### src/hw/rtl/ycsl_pkg.sv
// Shared types and constants for the yaw curve servo linearizer.
package ycsl_pkg;

	localparam logic [1:0] REQ_WRITE  = 2'd0;
	localparam logic [1:0] REQ_LOOKUP = 2'd1;
	localparam logic [1:0] REQ_DIRECT = 2'd2;

	localparam logic [2:0] CFG_SERVO_MID = 3'd0;
	localparam logic [2:0] CFG_SERVO_MIN = 3'd1;
	localparam logic [2:0] CFG_SERVO_MAX = 3'd2;
	localparam logic [2:0] CFG_MAX_DEFL  = 3'd3;
	localparam logic [2:0] CFG_DIR_REV   = 3'd4;

	localparam logic [10:0] ANGLE_MID  = 11'd900;
	localparam logic [10:0] ANGLE_SPAN = 11'd500;
	localparam logic [10:0] ANGLE_LOW  = 11'd400;
	localparam logic [10:0] ANGLE_HIGH = 11'd1400;
	localparam logic [3:0]  ANGLE_STEP = 4'd10;
	localparam logic [11:0] SERVO_TOP  = 12'd4095;

	typedef struct packed {
		logic [1:0]         req_type;
		logic [6:0]         entry_index;
		logic signed [31:0] entry_value;
		logic signed [31:0] force_req;
		logic [10:0]        angle_in;
	} in_item_t;

	typedef struct packed {
		logic [10:0] angle;
		logic [11:0] servo_value;
		logic        value_saturated;
	} out_item_t;

	typedef struct packed {
		logic [11:0] servo_mid;
		logic [11:0] servo_min;
		logic [11:0] servo_max;
		logic [8:0]  max_deflection;
		logic        direction_reversed;
	} cfg_t;

	typedef struct packed {
		logic               is_lookup;
		logic signed [31:0] force_req;
		logic [10:0]        angle_in;
	} job_t;

endpackage

### src/hw/rtl/ycsl_back.sv
// Back end: curve search, interpolation, and angle to servo mapping.
module ycsl_back #(
	parameter int CURVE_ENTRIES = 100,
	localparam int AW = $clog2(CURVE_ENTRIES)
) (
	input  logic               clk,
	input  logic               arst_n,
	input  ycsl_pkg::cfg_t     cfg,
	input  logic               job_valid,
	output logic               job_ready,
	input  ycsl_pkg::job_t     job,
	output logic               idle,
	output logic [AW-1:0]      ram_raddr,
	input  logic [31:0]        ram_rdata,
	output logic               out_valid,
	input  logic               out_ready,
	output ycsl_pkg::out_item_t out_item
);
	import ycsl_pkg::*;

	typedef enum logic [3:0] {
		S_IDLE, S_RD0, S_RD1, S_ENDS, S_CLAMP, S_SRCH, S_CMP,
		S_DIVI, S_DIV, S_MAP, S_MDIV, S_FIN, S_OUT
	} state_t;

	state_t             state_q;
	logic signed [31:0] force_q, lo_val_q, hi_val_q;
	logic [AW-1:0]      lower_q, higher_q, mid_q;
	logic [36:0]        num_q, den_q;
	logic [3:0]         iq_q;
	logic [1:0]         icnt_q;
	logic [10:0]        angle_q;
	logic signed [24:0] prod_q;
	logic [23:0]        quo_q;
	logic [9:0]         rem_q;
	logic [4:0]         mcnt_q;

	logic [AW:0]        sum;
	logic [AW-1:0]      m;
	logic               more;
	logic signed [32:0] fdiff, vdiff;
	logic [10:0]        adiff;
	logic               max_side;
	logic [11:0]        target;
	logic signed [12:0] delta;
	logic [8:0]         range;
	logic [9:0]         rem_sh;
	logic [9:0]         range_x;
	logic signed [25:0] v;
	logic [10:0]        base;

	assign sum  = {1'b0, lower_q} + {1'b0, higher_q};
	assign m    = sum[AW:1];
	assign more = {1'b0, higher_q} > ({1'b0, lower_q} + {{AW{1'b0}}, 1'b1});

	assign fdiff = 33'(force_q) - 33'(lo_val_q);
	assign vdiff = 33'(hi_val_q) - 33'(lo_val_q);

	assign adiff    = (angle_q < ANGLE_MID) ? ANGLE_MID - angle_q : angle_q - ANGLE_MID;
	assign max_side = (angle_q < ANGLE_MID) ? cfg.direction_reversed : !cfg.direction_reversed;
	assign target   = max_side ? cfg.servo_max : cfg.servo_min;
	assign delta    = $signed({1'b0, target}) - $signed({1'b0, cfg.servo_mid});
	assign range    = (cfg.max_deflection == 9'd0) ? 9'd1 : cfg.max_deflection;
	assign range_x  = {1'b0, range};
	assign rem_sh   = {rem_q[8:0], quo_q[23]};

	assign v = $signed({14'd0, cfg.servo_mid})
		+ (prod_q[24] ? -$signed({2'b0, quo_q}) : $signed({2'b0, quo_q}));

	assign base = ANGLE_LOW + 11'({4'd0, lower_q} * 11'(ANGLE_STEP));

	always_comb begin
		case (state_q)
			S_RD0:   ram_raddr = '0;
			S_RD1:   ram_raddr = AW'(CURVE_ENTRIES - 1);
			S_SRCH:  ram_raddr = m;
			default: ram_raddr = m;
		endcase
	end

	assign job_ready = state_q == S_IDLE;
	assign idle      = state_q == S_IDLE;
	assign out_valid = state_q == S_OUT;

	always_ff @(posedge clk or negedge arst_n) begin
		if (!arst_n) begin
			state_q  <= S_IDLE;
			force_q  <= '0;
			lo_val_q <= '0;
			hi_val_q <= '0;
			lower_q  <= '0;
			higher_q <= '0;
			mid_q    <= '0;
			num_q    <= '0;
			den_q    <= '0;
			iq_q     <= '0;
			icnt_q   <= '0;
			angle_q  <= '0;
			prod_q   <= '0;
			quo_q    <= '0;
			rem_q    <= '0;
			mcnt_q   <= '0;
			out_item <= '0;
		end else begin
			case (state_q)
				S_IDLE: begin
					if (job_valid) begin
						force_q <= job.force_req;
						angle_q <= job.angle_in;
						state_q <= job.is_lookup ? S_RD0 : S_MAP;
					end
				end
				S_RD0: state_q <= S_RD1;
				S_RD1: begin
					lo_val_q <= $signed(ram_rdata);
					state_q  <= S_ENDS;
				end
				S_ENDS: begin
					hi_val_q <= $signed(ram_rdata);
					lower_q  <= '0;
					higher_q <= AW'(CURVE_ENTRIES - 1);
					state_q  <= S_CLAMP;
				end
				S_CLAMP: begin
					if (force_q < lo_val_q) begin
						angle_q <= ANGLE_LOW;
						state_q <= S_MAP;
					end else if (force_q >= hi_val_q) begin
						angle_q <= ANGLE_HIGH;
						state_q <= S_MAP;
					end else begin
						state_q <= S_SRCH;
					end
				end
				S_SRCH: begin
					mid_q   <= m;
					state_q <= more ? S_CMP : S_DIVI;
				end
				S_CMP: begin
					if ($signed(ram_rdata) > force_q) begin
						higher_q <= mid_q;
						hi_val_q <= $signed(ram_rdata);
					end else begin
						lower_q  <= mid_q;
						lo_val_q <= $signed(ram_rdata);
					end
					state_q <= S_SRCH;
				end
				S_DIVI: begin
					// quotient is below ten: four restoring steps
					num_q   <= ({4'd0, fdiff} << 3) + ({4'd0, fdiff} << 1);
					den_q   <= {1'b0, vdiff, 3'd0};
					iq_q    <= '0;
					icnt_q  <= 2'd3;
					state_q <= S_DIV;
				end
				S_DIV: begin
					if (num_q >= den_q) begin
						num_q <= num_q - den_q;
						iq_q  <= {iq_q[2:0], 1'b1};
					end else begin
						iq_q  <= {iq_q[2:0], 1'b0};
					end
					den_q  <= den_q >> 1;
					icnt_q <= icnt_q - 2'd1;
					if (icnt_q == 2'd0) begin
						state_q <= S_FIN;
						mcnt_q  <= 5'd31;
					end
				end
				S_MAP: begin
					prod_q <= $signed({1'b0, adiff}) * delta;
					if (angle_q == ANGLE_MID) begin
						out_item <= '{angle: angle_q, servo_value: cfg.servo_mid,
							value_saturated: 1'b0};
						state_q  <= S_OUT;
					end else begin
						mcnt_q  <= 5'd0;
						state_q <= S_MDIV;
					end
				end
				S_MDIV: begin
					if (mcnt_q == 5'd0) begin
						// load magnitude of the product
						quo_q  <= prod_q[24] ? 24'(-prod_q) : prod_q[23:0];
						rem_q  <= '0;
						mcnt_q <= 5'd24;
					end else begin
						if (rem_sh >= range_x) begin
							rem_q <= rem_sh - range_x;
							quo_q <= {quo_q[22:0], 1'b1};
						end else begin
							rem_q <= rem_sh;
							quo_q <= {quo_q[22:0], 1'b0};
						end
						mcnt_q <= mcnt_q - 5'd1;
						if (mcnt_q == 5'd1) begin
							state_q <= S_FIN;
						end
					end
				end
				S_FIN: begin
					if (mcnt_q == 5'd31) begin
						// interpolation done, go map the angle
						angle_q <= base + {7'd0, iq_q};
						state_q <= S_MAP;
					end else begin
						out_item.angle <= angle_q;
						if (v < 0) begin
							out_item.servo_value     <= '0;
							out_item.value_saturated <= 1'b1;
						end else if (v > $signed({14'd0, SERVO_TOP})) begin
							out_item.servo_value     <= SERVO_TOP;
							out_item.value_saturated <= 1'b1;
						end else begin
							out_item.servo_value     <= v[11:0];
							out_item.value_saturated <= 1'b0;
						end
						state_q <= S_OUT;
					end
				end
				S_OUT: begin
					if (out_ready) begin
						state_q <= S_IDLE;
					end
				end
				default: state_q <= S_IDLE;
			endcase
		end
	end
endmodule
### config.mk
export PLATFORM = sky130hd
export DESIGN_NAME = ycsl_back
export DESIGN_NICKNAME = d
export VERILOG_FILES = /design/src/hw/rtl/ycsl_pkg.sv /design/src/hw/rtl/ycsl_back.sv
export SDC_FILE = /design/constraint.sdc
export NUM_CORES = 1
export LEC_CHECK = 0
export ABC_AREA = 1
export BUFFER_PORTS_ARGS = -buffer_cell sky130_fd_sc_hd__buf_2
export CELL_PAD_IN_SITES_DETAIL_PLACEMENT = 1
export CELL_PAD_IN_SITES_GLOBAL_PLACEMENT = 1
export CORE_MARGIN = 2
export CORE_UTILIZATION = 40
export DETAILED_ROUTE_END_ITERATION = 7
export PLACE_DENSITY = 0.8
export SKIP_CTS_REPAIR_TIMING = 1
export SYNTH_ARGS = -nofsm -noshare
export SYNTH_HDL_FRONTEND = slang
export SYNTH_SLANG_ARGS = --single-unit
### constraint.sdc
create_clock -name clk -period 10.05 [get_ports clk]
set_input_delay 1.005 -clock clk [delete_from_list [all_inputs] [get_ports clk]]
set_output_delay 1.005 -clock clk [all_outputs]
set_load 0.005 [all_outputs]
==> results of run 1 <==
==> logic make-up after synthesis <==
group | synth area share [%]
fa+ha+maj | 22.6
buf+inv | 9.86
simple gates | 21.2
xor+xnor | 4.29
flops | 24.3
mux | 0.0327
compound gates | 17.7
==> cell usage in the layout (no fill, tap or decap), drive strengths merged, types with 4 or more instances in the layout <==
cell / instances
a21boi: 12
a21o: 13
a21oi: 376
a221oi: 5
a22oi: 4
a31oi: 51
and2: 5
buf: 181
clkbuf: 60
clkinv: 9
dfrtp: 298
fa: 144
ha: 322
inv: 700
nand2: 888
nand3: 147
nand3b: 5
nand4: 36
nor2: 411
nor3: 37
nor4: 11
o2111ai: 4
o211ai: 19
o21a: 14
o21ai: 362
o21bai: 20
o221ai: 42
o22ai: 17
o31ai: 7
or2: 20
xnor2: 62
xor2: 88
==> critical path: cells and delay by family (launching register included) <==
| kind | cells | cell delay, ps |
|---|---|---|
| buffers and inverters | 8 | 1160 |
| DFF | 1 | 430 |
| xor gates and xnor gates | 1 | 150 |
| and+or+nand+nor | 21 | 2230 |
| AOI/OAI and AO/OA | 11 | 1550 |
| adders and majority gates | 7 | 3530 |
==> layout make-up <==
cell class              instances  area (um^2)  share of cell area (%)
repair buffers                181          971                    2.89
well taps                     978         1220                    3.64
inverters                     705         2650                    7.87
clock buffers                  60         1120                    3.34
flip-flops and latches        298         7460                    22.2
clock inverters                 5         38.8                   0.115
multi-input cells            3148        20200                    60.0
==> routing by layer <==
metal  vias up  global-route usage, %
li1      14137                      -
met1     14367                   33.2
met2       515                   43.5
met3       149                   2.44
met4         0                   6.17
met5         -                      0
==> worst max-delay path by stage <==
stage,startpoint,to,cells past startpoint
5_1_grt,angle_q[4],prod_q[24],48
3_3_place_gp,cfg[0],prod_q[24],44
4_1_cts,angle_q[2],prod_q[24],48
3_5_place_dp,angle_q[2],prod_q[24],48
2_1_floorplan,cfg[0],prod_q[24],43
6_report,angle_q[4],prod_q[24],48
==> through the flow <==
step | util, % | std cells | setup WS [ps] | hold slack (ps) | area [um^2]
finish | 44.4 | 5375 | 815 | 378 | 33600
global route | 44.4 | 5375 | 18.5 | 420 | 33600
CTS | 44.4 | 5375 | 406 | 399 | 33600
detailed placement | 42.8 | 5310 | 486 | 468 | 32500
global placement | 42.8 | 5310 | 929 | 463 | 32500
floorplan | - | 4239 | 1930 | 448 | 30600
==> registers in the layout, indices dropped and copies added, names as in the netlist, 9 cells and up <==
signal	flops
angle_q	11
den_q	36
force_q	32
hi_val_q	32
lo_val_q	32
num_q	37
out_item	24
prod_q	25
quo_q	24
rem_q	9
==> flow_summary_export.csv, run 1 <==
group,metric,value,unit
run_status,status,"complete, no violations",
floorplan,die_h,281,um
finish,area_growth,9.83,%
synthesis,synth_top_flop_cell,"dfrtp_1",
drt,vias,29168,
global_routing,grt_overflow,0,
finish,num_antenna_cells,0,
worst_setup_path,r2r_end,"prod_q[24]",
worst_setup_path,worst-path-max-fanout,13,
clocking,cts_tree,"yes",
drt,post-route-drc-count,0,
drt,postRouteAntennaNets,0,
clocking,clock_path_buffers,3,
worst_setup_path,r2r-start,"angle_q[4]",
drt,top_layer,"met4",
timing,setup_viol_count_final,0,
place,routabilityCongestion,0.899,
place,portBuffers,159,
synthesis,synth.cell_area,30600,um^2
floorplan,pin_count,160,
worst_setup_path,path_class,"reg -> reg",
drt,wl,97800,um
synthesis,ys_ff_latch,298,
timing,fmax,0.108,GHz
worst_setup_path,end_kind,"flip-flop",
worst_setup_path,reg2reg_depth,48,
clocking,cts.sinks,298,
clocking,htree_levels,2,
drt,wl_per_cell,18.2,um
clocking,cts_buffers,38,
global_routing,grt_pass1_wl,159000,um
synthesis,synth_area_leaders,"dfrtp_1, ha_1, nand2_1",
timing,drv_slew,0,
worst_setup_path,r2r_setup_slack,810,ps
worst_setup_path,cp.arrival,9620,ps
timing,hold_violations,0,
flow_run,max_cap_viol_count,0,
clocking,clock_latency,570,ps
drt,drt-vias-per-instance,5.43,
drt,met1_length,45300,um
synthesis,ys_warn_count,0,
worst_setup_path,crit_path_frequent_cell,"nand2_1",
drt,dr.pass1.iters,7,
synthesis,yosysMostFrequentCell,"nand2_1",
synthesis,synth_nets,4831,
synthesis,synth-edff-count,0,
floorplan,fp.coreArea,75800,um^2
timing,finalSetupTns,0,ps
synthesis,synth_common_cells,"nand2_1, inv_1, nor2_1",
global_routing,grt_pass1_vias,30683,
floorplan,die-width,281,um
finish,nets,4964,
place,hpwl,79100,um
worst_setup_path,cp.required,10440,ps
floorplan,start_util,40.4,%
timing,worst_pin_slew,1060,ps
synthesis,yosysUniqueCellTypes,63,
global_routing,antenna_found_initial,1,
clocking,clk_pin_slew,60,ps
finish,drive_gt1_share,7.21,%
floorplan,die_area,78800,um^2
synthesis,avgSynthCellArea,7.23,um^2
timing,period_share,91.9,%
timing,max-slew-margin-rel,28.9,%
global_routing,grt_max_degree,70,
drt,drt_iter0_markers,1360,
worst_setup_path,slowest_delay,640,ps
synthesis,async_flop_share,100,%
synthesis,synth.largest_area_cell,"dfrtp_1",
drt,met3_length,3370,um
timing,rsz0062_at_grt,"false",
global_routing,grtUsageTotal,25.0,%
timing,fin_crit,9240,ps
synthesis,seq_area_frac_synth,24.3,%
synthesis,synth_top_area_share,24.3,%
timing,skew,24.5,ps
worst_setup_path,cpMaxStageDelayCell,"fa_1",
finish,nFillCells,9677,
clocking,cts-root-buf,"clkbuf_16",
synthesis,syn_inst,4239,
floorplan,rows,101,
worst_setup_path,worstSetupStartpointType,"flip-flop",
drt,wl_met2,46900,um
hold_path,min-delay-path-class,"in -> async",
Power of run 1 is not shown: default switching activity piles up to over one toggle a cycle in this logic, so the estimate is an artifact.
==> inputs of run 2 (changes only) <==
clock period = 9.1 ns   (was 10.05 ns; I/O delays follow)
==> run 2 against run 1 <==
Effect of this change:
- via count up 0.40%
- final cell count grew 0.33%
- worst hold slack worse by 45 ps
- sequential share of layout area fell by 0.24 points
- non-clock buffer count rose by 15
- count of clock-buffer cells in the layout down 5
- register-to-register slack worse by 310 ps
- critical endpoint unchanged
==> flow_summary_export.csv, run 2 (same netlist as run 1, synthesis figures left out) <==
group,metric,value,unit
run_status,status,"complete, no violations",
clocking,cts_buffers,39,
clocking,cts.sinks,298,
clocking,cts_tree,"yes",
finish,final_cell_mix,"nand2_1, inv_1, nor2_1",
place,routabilityCongestion,0.951,
floorplan,fp.coreArea,75800,um^2
clocking,htree_levels,2,
worst_setup_path,cp.required,9500,ps
finish,num_antenna_cells,0,
global_routing,grt_pass1_wl,160000,um
worst_setup_path,cp.arrival,9000,ps
worst_setup_path,r2r-start,"angle_q[4]",
timing,finalSetupTns,0,ps
finish,drive_gt1_share,8.27,%
clocking,cts-root-buf,"clkbuf_16",
finish,largest_reg_flops,37,
timing,hold_violations,0,
global_routing,grt_max_degree,155,
finish,nets,4980,
global_routing,grt_overflow,0,
drt,wl_per_cell,18.3,um
hold_path,min-delay-path-class,"in -> async",
worst_setup_path,r2r_end,"prod_q[24]",
drt,dr.pass1.iters,7,
flow_run,max_cap_viol_count,0,
worst_setup_path,path_class,"reg -> reg",
global_routing,grt_pass1_vias,30958,
drt,drt_iter0_markers,1329,
drt,postRouteAntennaNets,0,
worst_setup_path,end_kind,"flip-flop",
finish,regMostFlops,"num_q",
clocking,clock_path_buffers,3,
global_routing,grtUsageTotal,25.0,%
timing,period_share,94.4,%
finish,reg_top3,"num_q: 37 flops, den_q: 36 flops",
drt,post-route-drc-count,0,
timing,fmax,0.116,GHz
finish,nFillCells,9759,
worst_setup_path,crit_path_frequent_cell,"nand2_1",
drt,drt-vias-per-instance,5.43,
drt,wl,98700,um
worst_setup_path,worst-path-max-fanout,9,
timing,setup_viol_count_final,0,
place,portBuffers,159,
timing,skew,34.7,ps
floorplan,die-width,281,um
timing,max-slew-margin-rel,27.2,%
floorplan,die_h,281,um
worst_setup_path,reg2reg_depth,47,
global_routing,antenna_found_initial,0,
worst_setup_path,r2r_setup_slack,510,ps
timing,worst_pin_slew,1090,ps
floorplan,start_util,40.4,%
floorplan,die_area,78800,um^2
timing,drv_slew,0,
drt,vias,29286,
worst_setup_path,slowest_delay,620,ps
worst_setup_path,worstSetupStartpointType,"flip-flop",
floorplan,rows,101,
clocking,clk_pin_slew,60,ps
timing,fin_crit,8590,ps
floorplan,pin_count,160,
worst_setup_path,cpMaxStageDelayCell,"fa_2",
finish,final_common_cell,"nand2_1",
place,hpwl,79000,um
finish,area_growth,11.1,%
clocking,clock_latency,590,ps
worst_setup_path,cp-startpoint,"angle_q[4]",
-- run 2: cell type report --
cell class	count	area (um^2)	share of cell area (%)
clock buffer	55	1100	3.22
sequential	298	7460	21.9
timing repair buffer	196	1100	3.22
inverter	705	2650	7.79
multi-input combinational	3148	20300	59.6
tap	978	1220	3.60
clock inverter	13	228	0.669
-- run 2: critical path: cells and delay by family (launching register included) --
kind / cells / cell delay [ps]
fa+ha+maj: 8 / 3570
simple gates: 20 / 2150
compound gates: 10 / 1350
buf+inv: 7 / 540
flops: 1 / 430
mux: 1 / 210
xor+xnor: 1 / 160
-- run 2: per-stage QoR --
stage | instance area (um^2) | setup slack [ps] | instances | util [%] | hold slack (ps)
finish | 34000 | 506 | 5393 | 44.9 | 332
global route | 34000 | -118 | 5393 | 44.9 | 381
CTS | 33900 | -323 | 5384 | 44.6 | 355
detailed placement | 32500 | -277 | 5316 | 42.9 | 469
global placement | 32500 | 66.7 | 5316 | 42.9 | 461
floorplan | 30600 | 1030 | 4239 | - | 448
-- run 2: per-layer routing --
| layer | vias up | part of all wire (%) | GRT usage, % |
|---|---|---|---|
| li1 | 14165 | - | - |
| met1 | 14409 | 46 | 33.7 |
| met2 | 556 | 48 | 42.6 |
| met3 | 156 | 3.6 | 2.64 |
| met4 | 0 | 2.7 | 7.02 |
| met5 | - | 0 | 0 |
-- run 2: how the worst max path moves through the flow --
| stage | endpoint | slack (ps) | cells after the start |
|---|---|---|---|
| 2_1_floorplan | prod_q[24] | 1030 | 48 |
| 3_3_place_gp | prod_q[24] | 70 | 47 |
| 3_5_place_dp | prod_q[24] | -280 | 47 |
| 4_1_cts | prod_q[24] | -320 | 47 |
| 5_1_grt | prod_q[21] | -120 | 45 |
| 6_report | prod_q[24] | 510 | 47 |
Power of run 2 is left out for the same reason.
