--- config.mk ---
export PLATFORM = sky130hd
export DESIGN_NAME = ycsl_front
export DESIGN_NICKNAME = d
export VERILOG_FILES = /design/src/hw/rtl/ycsl_pkg.sv /design/src/hw/rtl/ycsl_front.sv
export SDC_FILE = /design/constraint.sdc
export NUM_CORES = 1
export LEC_CHECK = 0
export BUFFER_PORTS_ARGS = -buffer_cell sky130_fd_sc_hd__buf_4
export CORE_MARGIN = 2
export CORE_UTILIZATION = 42
export DETAILED_ROUTE_END_ITERATION = 8
export GPL_ROUTABILITY_DRIVEN = 0
export GPL_TIMING_DRIVEN = 0
export HOLD_SLACK_MARGIN = 0.02
export PLACE_DENSITY = 0.78
export SYNTH_ARGS = -nofsm -noshare
export SYNTH_HDL_FRONTEND = slang
export SYNTH_SLANG_ARGS = --single-unit
--- constraint.sdc ---
create_clock -name clk -period 3.1 [get_ports clk]
set_input_delay 0.31 -clock clk [delete_from_list [all_inputs] [get_ports clk]]
set_output_delay 0.31 -clock clk [all_outputs]
set_load 0.01 [all_outputs]
--- src/hw/rtl/ycsl_pkg.sv ---
// Shared types and constants for the yaw curve servo linearizer.
package ycsl_pkg;

	localparam logic [1:0] REQ_WRITE  = 2'd0;
	localparam logic [1:0] REQ_LOOKUP = 2'd1;
	localparam logic [1:0] REQ_DIRECT = 2'd2;

	localparam logic [2:0] CFG_SERVO_MID = 3'd0;
	localparam logic [2:0] CFG_SERVO_MIN = 3'd1;
	localparam logic [2:0] CFG_SERVO_MAX = 3'd2;
	localparam logic [2:0] CFG_MAX_DEFL  = 3'd3;
	localparam logic [2:0] CFG_DIR_REV   = 3'd4;

	localparam logic [10:0] ANGLE_MID  = 11'd900;
	localparam logic [10:0] ANGLE_SPAN = 11'd500;
	localparam logic [10:0] ANGLE_LOW  = 11'd400;
	localparam logic [10:0] ANGLE_HIGH = 11'd1400;
	localparam logic [3:0]  ANGLE_STEP = 4'd10;
	localparam logic [11:0] SERVO_TOP  = 12'd4095;

	typedef struct packed {
		logic [1:0]         req_type;
		logic [6:0]         entry_index;
		logic signed [31:0] entry_value;
		logic signed [31:0] force_req;
		logic [10:0]        angle_in;
	} in_item_t;

	typedef struct packed {
		logic [10:0] angle;
		logic [11:0] servo_value;
		logic        value_saturated;
	} out_item_t;

	typedef struct packed {
		logic [11:0] servo_mid;
		logic [11:0] servo_min;
		logic [11:0] servo_max;
		logic [8:0]  max_deflection;
		logic        direction_reversed;
	} cfg_t;

	typedef struct packed {
		logic               is_lookup;
		logic signed [31:0] force_req;
		logic [10:0]        angle_in;
	} job_t;

endpackage

--- src/hw/rtl/ycsl_front.sv ---
// Front end: accepts items, performs curve writes, queues lookup and direct jobs.
module ycsl_front #(
	parameter int CURVE_ENTRIES = 100,
	localparam int AW = $clog2(CURVE_ENTRIES)
) (
	input  logic              clk,
	input  logic              arst_n,
	input  logic              in_valid,
	output logic              in_ready,
	input  ycsl_pkg::in_item_t in_item,
	input  logic              back_idle,
	output logic              job_valid,
	input  logic              job_ready,
	output ycsl_pkg::job_t    job,
	output logic              ram_we,
	output logic [AW-1:0]     ram_waddr,
	output logic [31:0]       ram_wdata
);
	import ycsl_pkg::*;

	job_t       job_q [2];
	logic       wp_q, rp_q;
	logic [1:0] cnt_q;
	logic       is_wr, is_job, accept, push, pop;

	assign is_wr  = in_item.req_type == REQ_WRITE;
	assign is_job = in_item.req_type == REQ_LOOKUP || in_item.req_type == REQ_DIRECT;
	// writes wait for all earlier jobs so lookups see the curve in item order
	assign in_ready = is_wr ? (cnt_q == 2'd0 && back_idle) : (cnt_q != 2'd2);
	assign accept = in_valid && in_ready;
	assign push   = accept && is_job;
	assign pop    = job_valid && job_ready;

	assign ram_we    = accept && is_wr && ({1'b0, in_item.entry_index} < 8'(CURVE_ENTRIES));
	assign ram_waddr = in_item.entry_index[AW-1:0];
	assign ram_wdata = in_item.entry_value;

	assign job_valid = cnt_q != 2'd0;
	assign job       = job_q[rp_q];

	always_ff @(posedge clk) begin
		if (push) begin
			job_q[wp_q] <= '{is_lookup: in_item.req_type == REQ_LOOKUP,
				force_req: in_item.force_req, angle_in: in_item.angle_in};
		end
	end

	always_ff @(posedge clk or negedge arst_n) begin
		if (!arst_n) begin
			wp_q  <= 1'b0;
			rp_q  <= 1'b0;
			cnt_q <= 2'd0;
		end else begin
			if (push) begin
				wp_q <= ~wp_q;
			end
			if (pop) begin
				rp_q <= ~rp_q;
			end
			cnt_q <= cnt_q + {1'b0, push} - {1'b0, pop};
		end
	end
endmodule

==> reports/results.tsv, run 1 <==
stage	metric	value	unit
status	run_status	completed	
die	coreArea	0.00872	mm2
sta	fin_crit	2.03	ns
critical_path	crit_path_start_kind	flop	
placed_design	io_buffers	140	
grt	antenna_found_initial	0	
synth	synth_top_area_share	70.0	%
route	wl_per_cell	14.9	um
clocking	clock-root-buffer	clkbuf_8	
sta	setup_slack	1.07	ns
synth	synth_ff_type	edfxtp_1	
die	die_x	98.8	um
route	wl	7.03	mm
hold_path	whs_endpoint	job_q[0][8]	
grt	grt_max_degree	28	
grt	grt_usage	13.6	%
grt	grt-ovfl-total	0	
clocking	cts_resized	0	
sta	final-setup-viol-count	0	
critical_path	cp_data_arrival_time	2.08	ns
sta	fmax	493	MHz
grt	grt_pass1_vias	2100	
clocking	clk_path_buf_depth	2	
critical_path	cp.required	3.15	ns
clocking	cts_tree	yes	
pwr	peakVddDrop	417	uV
route	drtIter0Drc	63	
synth	synth_nets	297	
sta	fin_skew	0.0123	ns
clocking	htree_levels	3	
placed_design	dp_hpwl	5.14	mm
synth	syn_avg_cell_area	18.5	um2
clocking	numCtsBuffers	9	
clocking	cts_sinks	92	
critical_path	r2r_end	job_q[0][35]	
route	drcViolationCount	0	
sta	period_share	65.5	%
synth	yosys.cell_types.count	22	
pwr	powerDensity	680	mW/mm2
synth	synth_edf_count	88	
clocking	insertion_delay	0.35	ns
synth	synth-seq-area-share	72.6	%
die	die_h	98.8	um
critical_path	ff2ff_path_depth	4	
critical_path	slowest_delay	0.57	ns
final_layout	antenna_cells	0	
sta	worst_pin_slew	0.579	ns
placed_design	place_ws	0.811	ns
die	rows	34	
final_layout	finalNonFillerCells	471	
route	vias	2153	
critical_path	crit_chain	nand2b_4 -> a211oi_4 -> nor2b_4 -> buf_12	
sta	hold_viol	0	
die	dieArea	0.00977	mm2
critical_path	cp-end-kind	flop	
critical_path	crit_slowest_cell	nor2b_4	
synth	yosysWarnings	0	
sta	final_max_slew_viol_count	0	
final_layout	drive_gt1_share	57.9	%
final_layout	num-nets-final	451	
critical_path	crit_type	flop to flop	
placed_design	dp.cells	454	
critical_path	rrSetupSlack	1.07	ns
synth	synth.area.top_cells	edfxtp_1 70%, mux2_1 12%, buf_4 7.8%, dfrtp_1 2.7%, mux2_2 1.5%	
clocking	clk_pin_slew	0.10	ns
sta	rsz0062_at_grt	false	
sta	hold_ws	0.135	ns
route	dr.pass1.iters	4	
synth	synth_seq_cells	92	
hold_path	min_path_type	input port to flop	
die	start_util	43.3	%
synth	netlist_instances	204	
run	maxCapViolations	0	
grt	grt_pass1_wl	10.3	mm
sta	relSlewSlack	61.3	%
synth	syn_area	0.00378	mm2
route	ant_nets	0	
critical_path	timing.rr.start	cnt_q[0]	
critical_path	crit_fanout	27	
hold_path	hold_start	in_item[8]	
final_layout	fill_cells	690	
synth	yosysTopAreaCell	edfxtp_1	
route	vias_per_cell	4.57	
hold_path	hold_depth	1	
synth	async_flop_share	4.35	%
die	pin_count	175	
pwr	power_leakage	2.12	nW
final_layout	area_growth	37.8	%
-- through the flow --
step           util [%]  setup TNS [ns]  area [um2]  power [mW]
2_1_floorplan         -               0        3780        2.29
6_report           59.7               0        5200        3.54
5_1_grt            59.7               0        5200        3.73
3_3_place_gp       56.9          -11.26        4960        2.81
3_5_place_dp       57.5               0        5010        2.85
4_1_cts            59.7               0        5200        3.60
-- critical path, delay by kind of cell (launching register included) --
| family | cells | cell delay (ns) |
|---|---|---|
| flops | 1 | 0.41 |
| buf+inv | 1 | 0.27 |
| simple gates | 2 | 0.73 |
| compound gates | 1 | 0.31 |
-- flip-flops by register name, indices dropped and copies added (netlist names) --
| name | flops |
|---|---|
| cnt_q | 2 |
| wp_q | 1 |
| rp_q | 1 |
| job_q | 88 |
-- final cells by class --
type / count / area (um2) / area share (%)
Clock buffer: 9 / 124 / 2.38
Multi-Input combinational cell: 64 / 684 / 13.2
Sequential cell: 92 / 2740 / 52.7
Tap cell: 108 / 135 / 2.60
Inverter: 4 / 15.0 / 0.289
Timing Repair Buffer: 143 / 1100 / 21.2
Buffer: 44 / 343 / 6.59
Clock inverter: 7 / 57.6 / 1.11
-- how the worst max path moves through the flow --
stage	startpoint	end	slack, ns	depth (start not counted)
3_3_place_gp	in_item[82]	job_q[0][9]	-0.23	6
6_report	cnt_q[0]	job_q[0][35]	1.07	4
2_1_floorplan	in_item[83]	job_q[0][0]	0.52	5
4_1_cts	cnt_q[0]	job_q[0][39]	1.01	4
5_1_grt	cnt_q[0]	job_q[0][39]	0.94	4
3_5_place_dp	in_item[82]	job_q[0][8]	0.81	7
-- cell usage in the layout (no fill, tap or decap), types with 2 or more instances in the layout --
cell      instances
xor2_1            2
mux2_2            5
ha_1              4
xnor2_1           2
clkbuf_8          9
buf_4           179
buf_6             4
inv_6             3
edfxtp_1         88
dfrtp_1           4
buf_12            2
mux2_1           39
inv_1             4
-- logic make-up after synthesis --
group / synth area share (%)
DFF: 72.6
buffers and inverters: 9.48
muxes: 13.1
and+or+nand+nor: 1.59
xor gates and xnor gates: 0.928
adders and majority gates: 1.33
AOI/OAI and AO/OA: 0.928
-- cell usage after synthesis (2+ instances only) --
cell type	number
and2_1	2
xnor2_1	2
buf_6	4
buf_4	39
mux2_2	5
dfrtp_1	4
inv_1	4
edfxtp_1	88
ha_1	4
mux2_1	39
xor2_1	2
-- layer usage --
| layer | vias up | part of all wire [%] | global-route usage [%] |
|---|---|---|---|
| met4 | 0 | 1.3 | 4.43 |
| met2 | 94 | 53 | 23.9 |
| li1 | 1027 | - | - |
| met5 | - | 0 | 0 |
| met1 | 1023 | 38 | 16.2 |
| met3 | 9 | 7.8 | 3.76 |
-- report_power, final --
part | leakage (nW) | switching [mW] | internal, mW
registers | 0.848 | 0.0441 | 1.54
logic | 1.19 | 0.559 | 0.657
clock network | 0.0902 | 0.435 | 0.305
-- repair_timing --
action	CTS	global route
hold buffers	1	0
buffers inserted	0	0
hold endpoints to repair	4	0
Power figures use the tool's default switching activity.
==> run 2: changes to the inputs <==
--- a/config.mk
+++ b/config.mk
@@ -7,12 +7,12 @@
 export LEC_CHECK = 0
 export BUFFER_PORTS_ARGS = -buffer_cell sky130_fd_sc_hd__buf_4
 export CORE_MARGIN = 2
-export CORE_UTILIZATION = 42
+export CORE_UTILIZATION = 46
 export DETAILED_ROUTE_END_ITERATION = 8
 export GPL_ROUTABILITY_DRIVEN = 0
 export GPL_TIMING_DRIVEN = 0
 export HOLD_SLACK_MARGIN = 0.02
-export PLACE_DENSITY = 0.78
+export PLACE_DENSITY = 0.81
 export SYNTH_ARGS = -nofsm -noshare
 export SYNTH_HDL_FRONTEND = slang
 export SYNTH_SLANG_ARGS = --single-unit
==> constraint.sdc (replaced) <==
create_clock -name clk -period 2 [get_ports clk]
set_input_delay 0.2 -clock clk [delete_from_list [all_inputs] [get_ports clk]]
set_output_delay 0.2 -clock clk [all_outputs]
set_load 0.01 [all_outputs]
==> run 2 against run 1 <==
Against the previous run: register-to-register slack worse by 1.0 ns; clock-buffer cell count unchanged; power up 60%; flip-flop and latch count unchanged; cell count up 2.3%; core utilization up 6.6 points; clock skew up 0.00060 ns; design area up 3.1%.
==> reports/results.tsv, run 2 (synthesized netlist as in run 1, its figures left out) <==
stage	metric	value	unit	change
status	run_status	completed		unchanged
grt	grt_pass1_vias	2185		was 2100
hold_path	min_path_type	input port to flop		unchanged
route	drtIter0Drc	59		was 63
critical_path	crit_slowest_cell	nor2b_4		unchanged
final_layout	layout.cells.most_common_list	179 x buf_4, 88 x edfxtp_1, 39 x mux2_1, 17 x dlygate4sd3_1, 9 x clkbuf_8		was 179 x buf_4, 88 x edfxtp_1, 39 x mux2_1, 9 x clkbuf_8, 5 x mux2_2
sta	hold_viol	0		unchanged
critical_path	crit_fanout	22		was 27
route	vias	2186		was 2153
critical_path	crit_type	flop to flop		unchanged
sta	fin_crit	1.98	ns	was 2.03 ns
die	die_x	94.6	um	was 98.8 um
final_layout	area_growth	42.0	%	was 37.8%
grt	grt_usage	15.2	%	was 13.6%
clocking	numCtsBuffers	9		unchanged
die	rows	33		was 34
pwr	p_seq_share	43.6	%	was 44.7%
sta	rsz0062_at_grt	true		was false
final_layout	mostFrequentLayoutCell	buf_4		unchanged
sta	relSlewSlack	52.2	%	was 61.3%
final_layout	top_regs	job_q x88, cnt_q x2		unchanged
final_layout	antenna_cells	0		unchanged
placed_design	io_buffers	140		unchanged
critical_path	cp_data_arrival_time	1.96	ns	was 2.08 ns
critical_path	crit_path_start_kind	flop		unchanged
die	pin_count	175		unchanged
route	vias_per_cell	4.54		was 4.57
die	die_h	94.6	um	was 98.8 um
final_layout	largest_reg_flops	88		unchanged
pwr	power_leakage	2.20	nW	was 2.12 nW
critical_path	slowest_delay	0.69	ns	was 0.57 ns
sta	final_max_slew_viol_count	0		unchanged
final_layout	num-nets-final	466		was 451
sta	worst_pin_slew	0.716	ns	was 0.579 ns
sta	final-setup-viol-count	0		unchanged
critical_path	crit_chain	and2b_1 -> a211oi_4 -> nor2b_4		was nand2b_4 -> a211oi_4 -> nor2b_4 -> buf_12
clocking	cts_sinks	92		unchanged
sta	period_share	99.0	%	was 65.5%
clocking	htree_levels	3		unchanged
grt	grt-ovfl-total	0		unchanged
critical_path	cp-end-kind	flop		unchanged
pwr	p_comb_share	33.2	%	was 34.4%
critical_path	cp.required	1.98	ns	was 3.15 ns
route	drcViolationCount	0		unchanged
pwr	netSwitchingPower	1.55	mW	was 1.04 mW
critical_path	crit_buf_inv	0		was 1
grt	antenna_found_initial	0		unchanged
die	start_util	46.7	%	was 43.3%
die	coreArea	0.00809	mm2	was 0.00872 mm2
grt	grt_max_degree	45		was 28
pwr	powerDensity	1050	mW/mm2	was 680 mW/mm2
pwr	p_int	4.11	mW	was 2.50 mW
route	wl_per_cell	14.6	um	was 14.9 um
pwr	peakVddDrop	643	uV	was 417 uV
route	dr.pass1.iters	4		unchanged
pwr	power_switching_share	27.4	%	was 29.4%
pwr	power.share.clock	23.2	%	was 20.9%
sta	fin_setup_tns	0	ns	unchanged
clocking	clk_path_buf_depth	2		unchanged
clocking	clock-root-buffer	clkbuf_8		unchanged
final_layout	top_register	job_q		unchanged
clocking	insertion_delay	0.34	ns	was 0.35 ns
die	dieArea	0.00895	mm2	was 0.00977 mm2
clocking	cts_tree	yes		unchanged
sta	fin_skew	0.0129	ns	was 0.0123 ns
final_layout	fill_cells	591		was 690
critical_path	cpLargestDelayFamily	simple AND/OR/NAND/NOR gates		unchanged
sta	fmax	505	MHz	was 493 MHz
run	maxCapViolations	0		unchanged
route	ant_nets	0		unchanged
clocking	clk_pin_slew	0.09	ns	was 0.10 ns
final_layout	final_core_util	66.3	%	was 59.7%
route	wl	7.02	mm	was 7.03 mm
placed_design	dp_hpwl	4.64	mm	was 5.14 mm
final_layout	drive_gt1_share	55.4	%	was 57.9%
grt	grt_pass1_wl	10.2	mm	was 10.3 mm
-- run 2: cell count changes in the layout (fill, tap and decap cells not counted), moves of 2 or more --
cell	before	now
dlygate4sd3_1	1	17
buf_12	2	0
bufinv_16	0	2
clkinv_2	0	2
inv_6	3	1
-- run 2: cell type report --
type                    instances  area (um2)  share of cell area, %
clock buffers                   9         124                   2.31
multi-input cells              65         699                   13.0
flip-flops and latches         92        2740                   51.1
plain buffers                  44         343                   6.39
clock inverters                 6        87.6                   1.63
repair buffers                157        1220                   22.8
inverters                       4        15.0                  0.280
well taps                     105         131                   2.45
-- run 2: through the flow --
| step | instance area, um2 | power (mW) | std cells | setup slack (ns) | hold slack, ns |
|---|---|---|---|---|---|
| after CTS | 5270 | 5.73 | 473 | -0.0505 | 0.0201 |
| after global placement | 4970 | 4.34 | 449 | -0.470 | -0.00197 |
| after detailed placement | 4970 | 4.38 | 449 | -0.485 | -0.00143 |
| final | 5360 | 5.66 | 482 | 0.0203 | 0.0389 |
| after floorplan | 3780 | 3.54 | 204 | 0.00506 | -0.0956 |
| after global routing | 5360 | 5.96 | 482 | -0.114 | 0.0202 |
-- run 2: routing by layer --
metal / track usage [%] / share of wire (%)
met3: 4.95 / 7.5
met4: 5.56 / 1.0
met5: 0 / 0
met2: 27.6 / 54
met1: 16.5 / 37
-- run 2: power by group through the flow --
stage / Sequential [mW] / Combinational (mW) / Clock (mW)
final: 2.47 / 1.88 / 1.31
after global placement: 2.49 / 1.85 / 0
after detailed placement: 2.51 / 1.87 / 0
after CTS: 2.47 / 1.91 / 1.35
after floorplan: 2.48 / 1.07 / 0
after global routing: 2.49 / 2.06 / 1.42
-- run 2: final timing paths --
| path | start | end | slack (ns) | depth (start not counted) |
|---|---|---|---|---|
| min in group asynchronous | arst_n | cnt_q[0] | 0.18 | 2 |
| hold reg to reg | cnt_q[1] | cnt_q[1] | 0.50 | 1 |
| max in group asynchronous | arst_n | wp_q | 1.71 | 2 |
| setup / recovery | cnt_q[0] | job_q[0][40] | 0.02 | 3 |
| hold / removal | in_item[4] | job_q[1][4] | 0.04 | 1 |
| setup reg to reg | cnt_q[0] | job_q[0][40] | 0.02 | 3 |
-- run 2: timing repair --
| action | 4_1_cts | 5_1_grt |
|---|---|---|
| hold buffers | 8 | 9 |
| buffers inserted | 0 | 0 |
| hold endpoints to repair | 17 | 16 |
| pin swaps | 2 | 0 |
| gates resized for setup | 2 | 0 |
| setup endpoints to repair | 88 | 89 |
| cloned | 1 | 0 |
==> run 3: changes to the inputs <==
--- a/config.mk
+++ b/config.mk
@@ -6,8 +6,10 @@
 export NUM_CORES = 1
 export LEC_CHECK = 0
 export BUFFER_PORTS_ARGS = -buffer_cell sky130_fd_sc_hd__buf_4
+export CELL_PAD_IN_SITES_DETAIL_PLACEMENT = 0
+export CELL_PAD_IN_SITES_GLOBAL_PLACEMENT = 1
 export CORE_MARGIN = 2
-export CORE_UTILIZATION = 46
+export CORE_UTILIZATION = 37
 export DETAILED_ROUTE_END_ITERATION = 8
 export GPL_ROUTABILITY_DRIVEN = 0
 export GPL_TIMING_DRIVEN = 0
==> run 3 against run 2 <==
Against the previous run: register-to-register slack is essentially flat; critical endpoint is now job_q[0][23]; critical path type unchanged; critical path depth is the same; largest cell class unchanged; non-clock buffer count grew 26.
==> reports/results.tsv, run 3 (synthesized netlist as in run 1, its figures left out) <==
stage	metric	value	unit	change
status	run_status	completed		unchanged
pwr	p_int	4.04	mW	was 4.11 mW
sta	fmax	503	MHz	was 505 MHz
grt	top_usage_layer	met2		unchanged
sta	rsz0062_at_grt	true		unchanged
die	dieArea	0.0110	mm2	was 0.00895 mm2
route	drtIter0Drc	61		was 59
grt	antenna_found_initial	0		unchanged
placed_design	io_buffers	140		unchanged
clocking	insertion_delay	0.34	ns	about the same
clocking	cts_sinks	92		unchanged
final_layout	layout.cells.most_common_list	179 x buf_4, 88 x edfxtp_1, 43 x dlygate4sd3_1, 39 x mux2_1, 9 x clkbuf_8		was 179 x buf_4, 88 x edfxtp_1, 39 x mux2_1, 17 x dlygate4sd3_1, 9 x clkbuf_8
critical_path	cp_data_arrival_time	1.96	ns	about the same
hold_path	min_path_type	input port to flop		unchanged
pwr	power_leakage	2.30	nW	was 2.20 nW
placed_design	place_ws	-0.539	ns	was -0.485 ns
die	die_x	105	um	was 94.6 um
final_layout	regArea	0.00274	mm2	unchanged
final_layout	num-nets-final	492		was 466
route	vias	2280		was 2186
clocking	numCtsBuffers	9		unchanged
clocking	htree_levels	3		unchanged
final_layout	area_growth	49.7	%	was 42.0%
critical_path	cp.required	1.98	ns	about the same
sta	period_share	99.3	%	was 99.0%
sta	worst_pin_slew	0.711	ns	was 0.716 ns
die	coreArea	0.00982	mm2	was 0.00809 mm2
clocking	post_cts_buffers	0		unchanged
critical_path	crit_buf_inv	0		unchanged
route	dr.pass1.iters	4		unchanged
critical_path	slowest_delay	0.68	ns	was 0.69 ns
critical_path	crit_chain	and2b_1 -> a211oi_4 -> nor2b_4		unchanged
critical_path	cp-end-kind	flop		unchanged
route	wl_per_cell	14.2	um	was 14.6 um
final_layout	top_regs	job_q x88, cnt_q x2		unchanged
die	start_util	38.5	%	was 46.7%
grt	grtUsageMet2	24.8	%	was 27.6%
final_layout	final_core_util	57.6	%	was 66.3%
pwr	powerDensity	1000	mW/mm2	was 1050 mW/mm2
clocking	clk_path_buf_depth	2		unchanged
final_layout	fill_cells	777		was 591
final_layout	drive_gt1_share	52.2	%	was 55.4%
grt	grt_usage	13.8	%	was 15.2%
sta	hold_ws	0.0466	ns	was 0.0389 ns
sta	fin_skew	0.00755	ns	was 0.0129 ns
grt	met3_usage	3.93	%	was 4.95%
grt	grt_pass1_wl	11.9	mm	was 10.2 mm
final_layout	multi_input_area	707	um2	was 699 um2
sta	setup_slack	0.0132	ns	was 0.0203 ns
grt	grt_pass1_vias	2432		was 2185
pwr	peakVddDrop	699	uV	was 643 uV
route	vias_per_cell	4.25		was 4.54
die	die_h	105	um	was 94.6 um
route	ant_nets	0		unchanged
final_layout	largest_reg_flops	88		unchanged
final_layout	finalNonFillerCells	537		was 482
final_layout	top_register	job_q		unchanged
final_layout	mostFrequentLayoutCell	buf_4		unchanged
critical_path	crit_type	flop to flop		unchanged
pwr	p_seq_share	43.6	%	about the same
route	drcViolationCount	0		unchanged
sta	final_max_slew_viol_count	0		unchanged
grt	grt-ovfl-total	0		unchanged
placed_design	dp.cells	477		was 449
critical_path	crit_path_start_kind	flop		unchanged
sta	hold_viol	0		unchanged
sta	relSlewSlack	52.5	%	was 52.2%
pwr	power_switching_share	28.7	%	was 27.4%
pwr	netSwitchingPower	1.63	mW	was 1.55 mW
run	maxCapViolations	0		unchanged
final_layout	antenna_cells	0		unchanged
pwr	p_comb_share	34.6	%	was 33.2%
sta	final-setup-viol-count	0		unchanged
sta	fin_crit	1.99	ns	was 1.98 ns
grt	grt_util_met1	15.5	%	was 16.5%
placed_design	dp_hpwl	4.76	mm	was 4.64 mm
clocking	cts_tree	yes		unchanged
route	wl	7.62	mm	was 7.02 mm
clocking	clock-root-buffer	clkbuf_8		unchanged
pwr	power.share.clock	21.8	%	was 23.2%
die	rows	36		was 33
critical_path	crit_slowest_cell	nor2b_4		unchanged
critical_path	cpLargestDelayFamily	simple AND/OR/NAND/NOR gates		unchanged
critical_path	crit_fanout	22		unchanged
die	pin_count	175		unchanged
clocking	clk_pin_slew	0.09	ns	about the same
grt	grt_max_degree	45		unchanged
run 3: changes by cell type in the layout (fill, tap and decap cells not counted), sizes merged:
cell,change
inv,+1
clkinvlp,+1
dlygate4sd3,+26
bufinv,-1
run 3: worst reg2reg max path, cell delays in order, from the launching register on:
cell and delay, ns:
dfrtp_1 0.41, and2b_1 0.20, a211oi_4 0.32, nor2b_4 0.68
run 3: repair_timing:
action,CTS,global route
resized for setup,2,1
pin swaps,1,1
hold buffers,41,2
gates cloned,1,0
endpoints found under the setup margin,88,89
endpoints found under the hold margin,83,4
run 3: layout make-up:
| cell class | count | area share (%) |
|---|---|---|
| buffer | 44 | 6.06 |
| clock buffer | 9 | 2.19 |
| clock inverter | 7 | 1.31 |
| inverter | 4 | 0.266 |
| multi-input combinational | 65 | 12.5 |
| sequential | 92 | 48.5 |
| tap | 133 | 2.94 |
| timing repair buffer | 183 | 26.2 |
run 3: power groups by stage:
stage | clock (mW) | combinational, mW | sequential [mW]
global route | 1.35 | 2.12 | 2.49
global placement | 0 | 1.88 | 2.49
CTS | 1.27 | 1.98 | 2.47
finish | 1.23 | 1.96 | 2.47
detailed placement | 0 | 1.89 | 2.50
floorplan | 0 | 1.07 | 2.48
run 3: metrics by stage:
stage / setup TNS [ns] / instance area, um2 / total power, mW
finish: 0 / 5650 / 5.66
global route: -10.90 / 5650 / 5.96
CTS: -2.33 / 5630 / 5.73
detailed placement: -38.31 / 5000 / 4.39
global placement: -38.95 / 5000 / 4.37
floorplan: 0 / 3780 / 3.54
run 3: per-layer routing:
metal / routed length, um / up-vias
met4: 82 / 0
met5: 0 / -
met3: 490 / 8
met2: 4030 / 92
li1: - / 1105
met1: 3020 / 1075
run 3: final timing paths:
kind                        startpoint            to  slack, ns  depth (start not counted)
setup / recovery              cnt_q[1]  job_q[0][23]       0.01                          3
hold / removal             in_item[41]  job_q[0][41]       0.05                          1
setup reg to reg              cnt_q[1]  job_q[0][23]       0.01                          3
hold reg to reg               cnt_q[1]      cnt_q[1]       0.51                          1
max in group asynchronous       arst_n          rp_q       1.72                          2
min in group asynchronous       arst_n      cnt_q[1]       0.18                          2
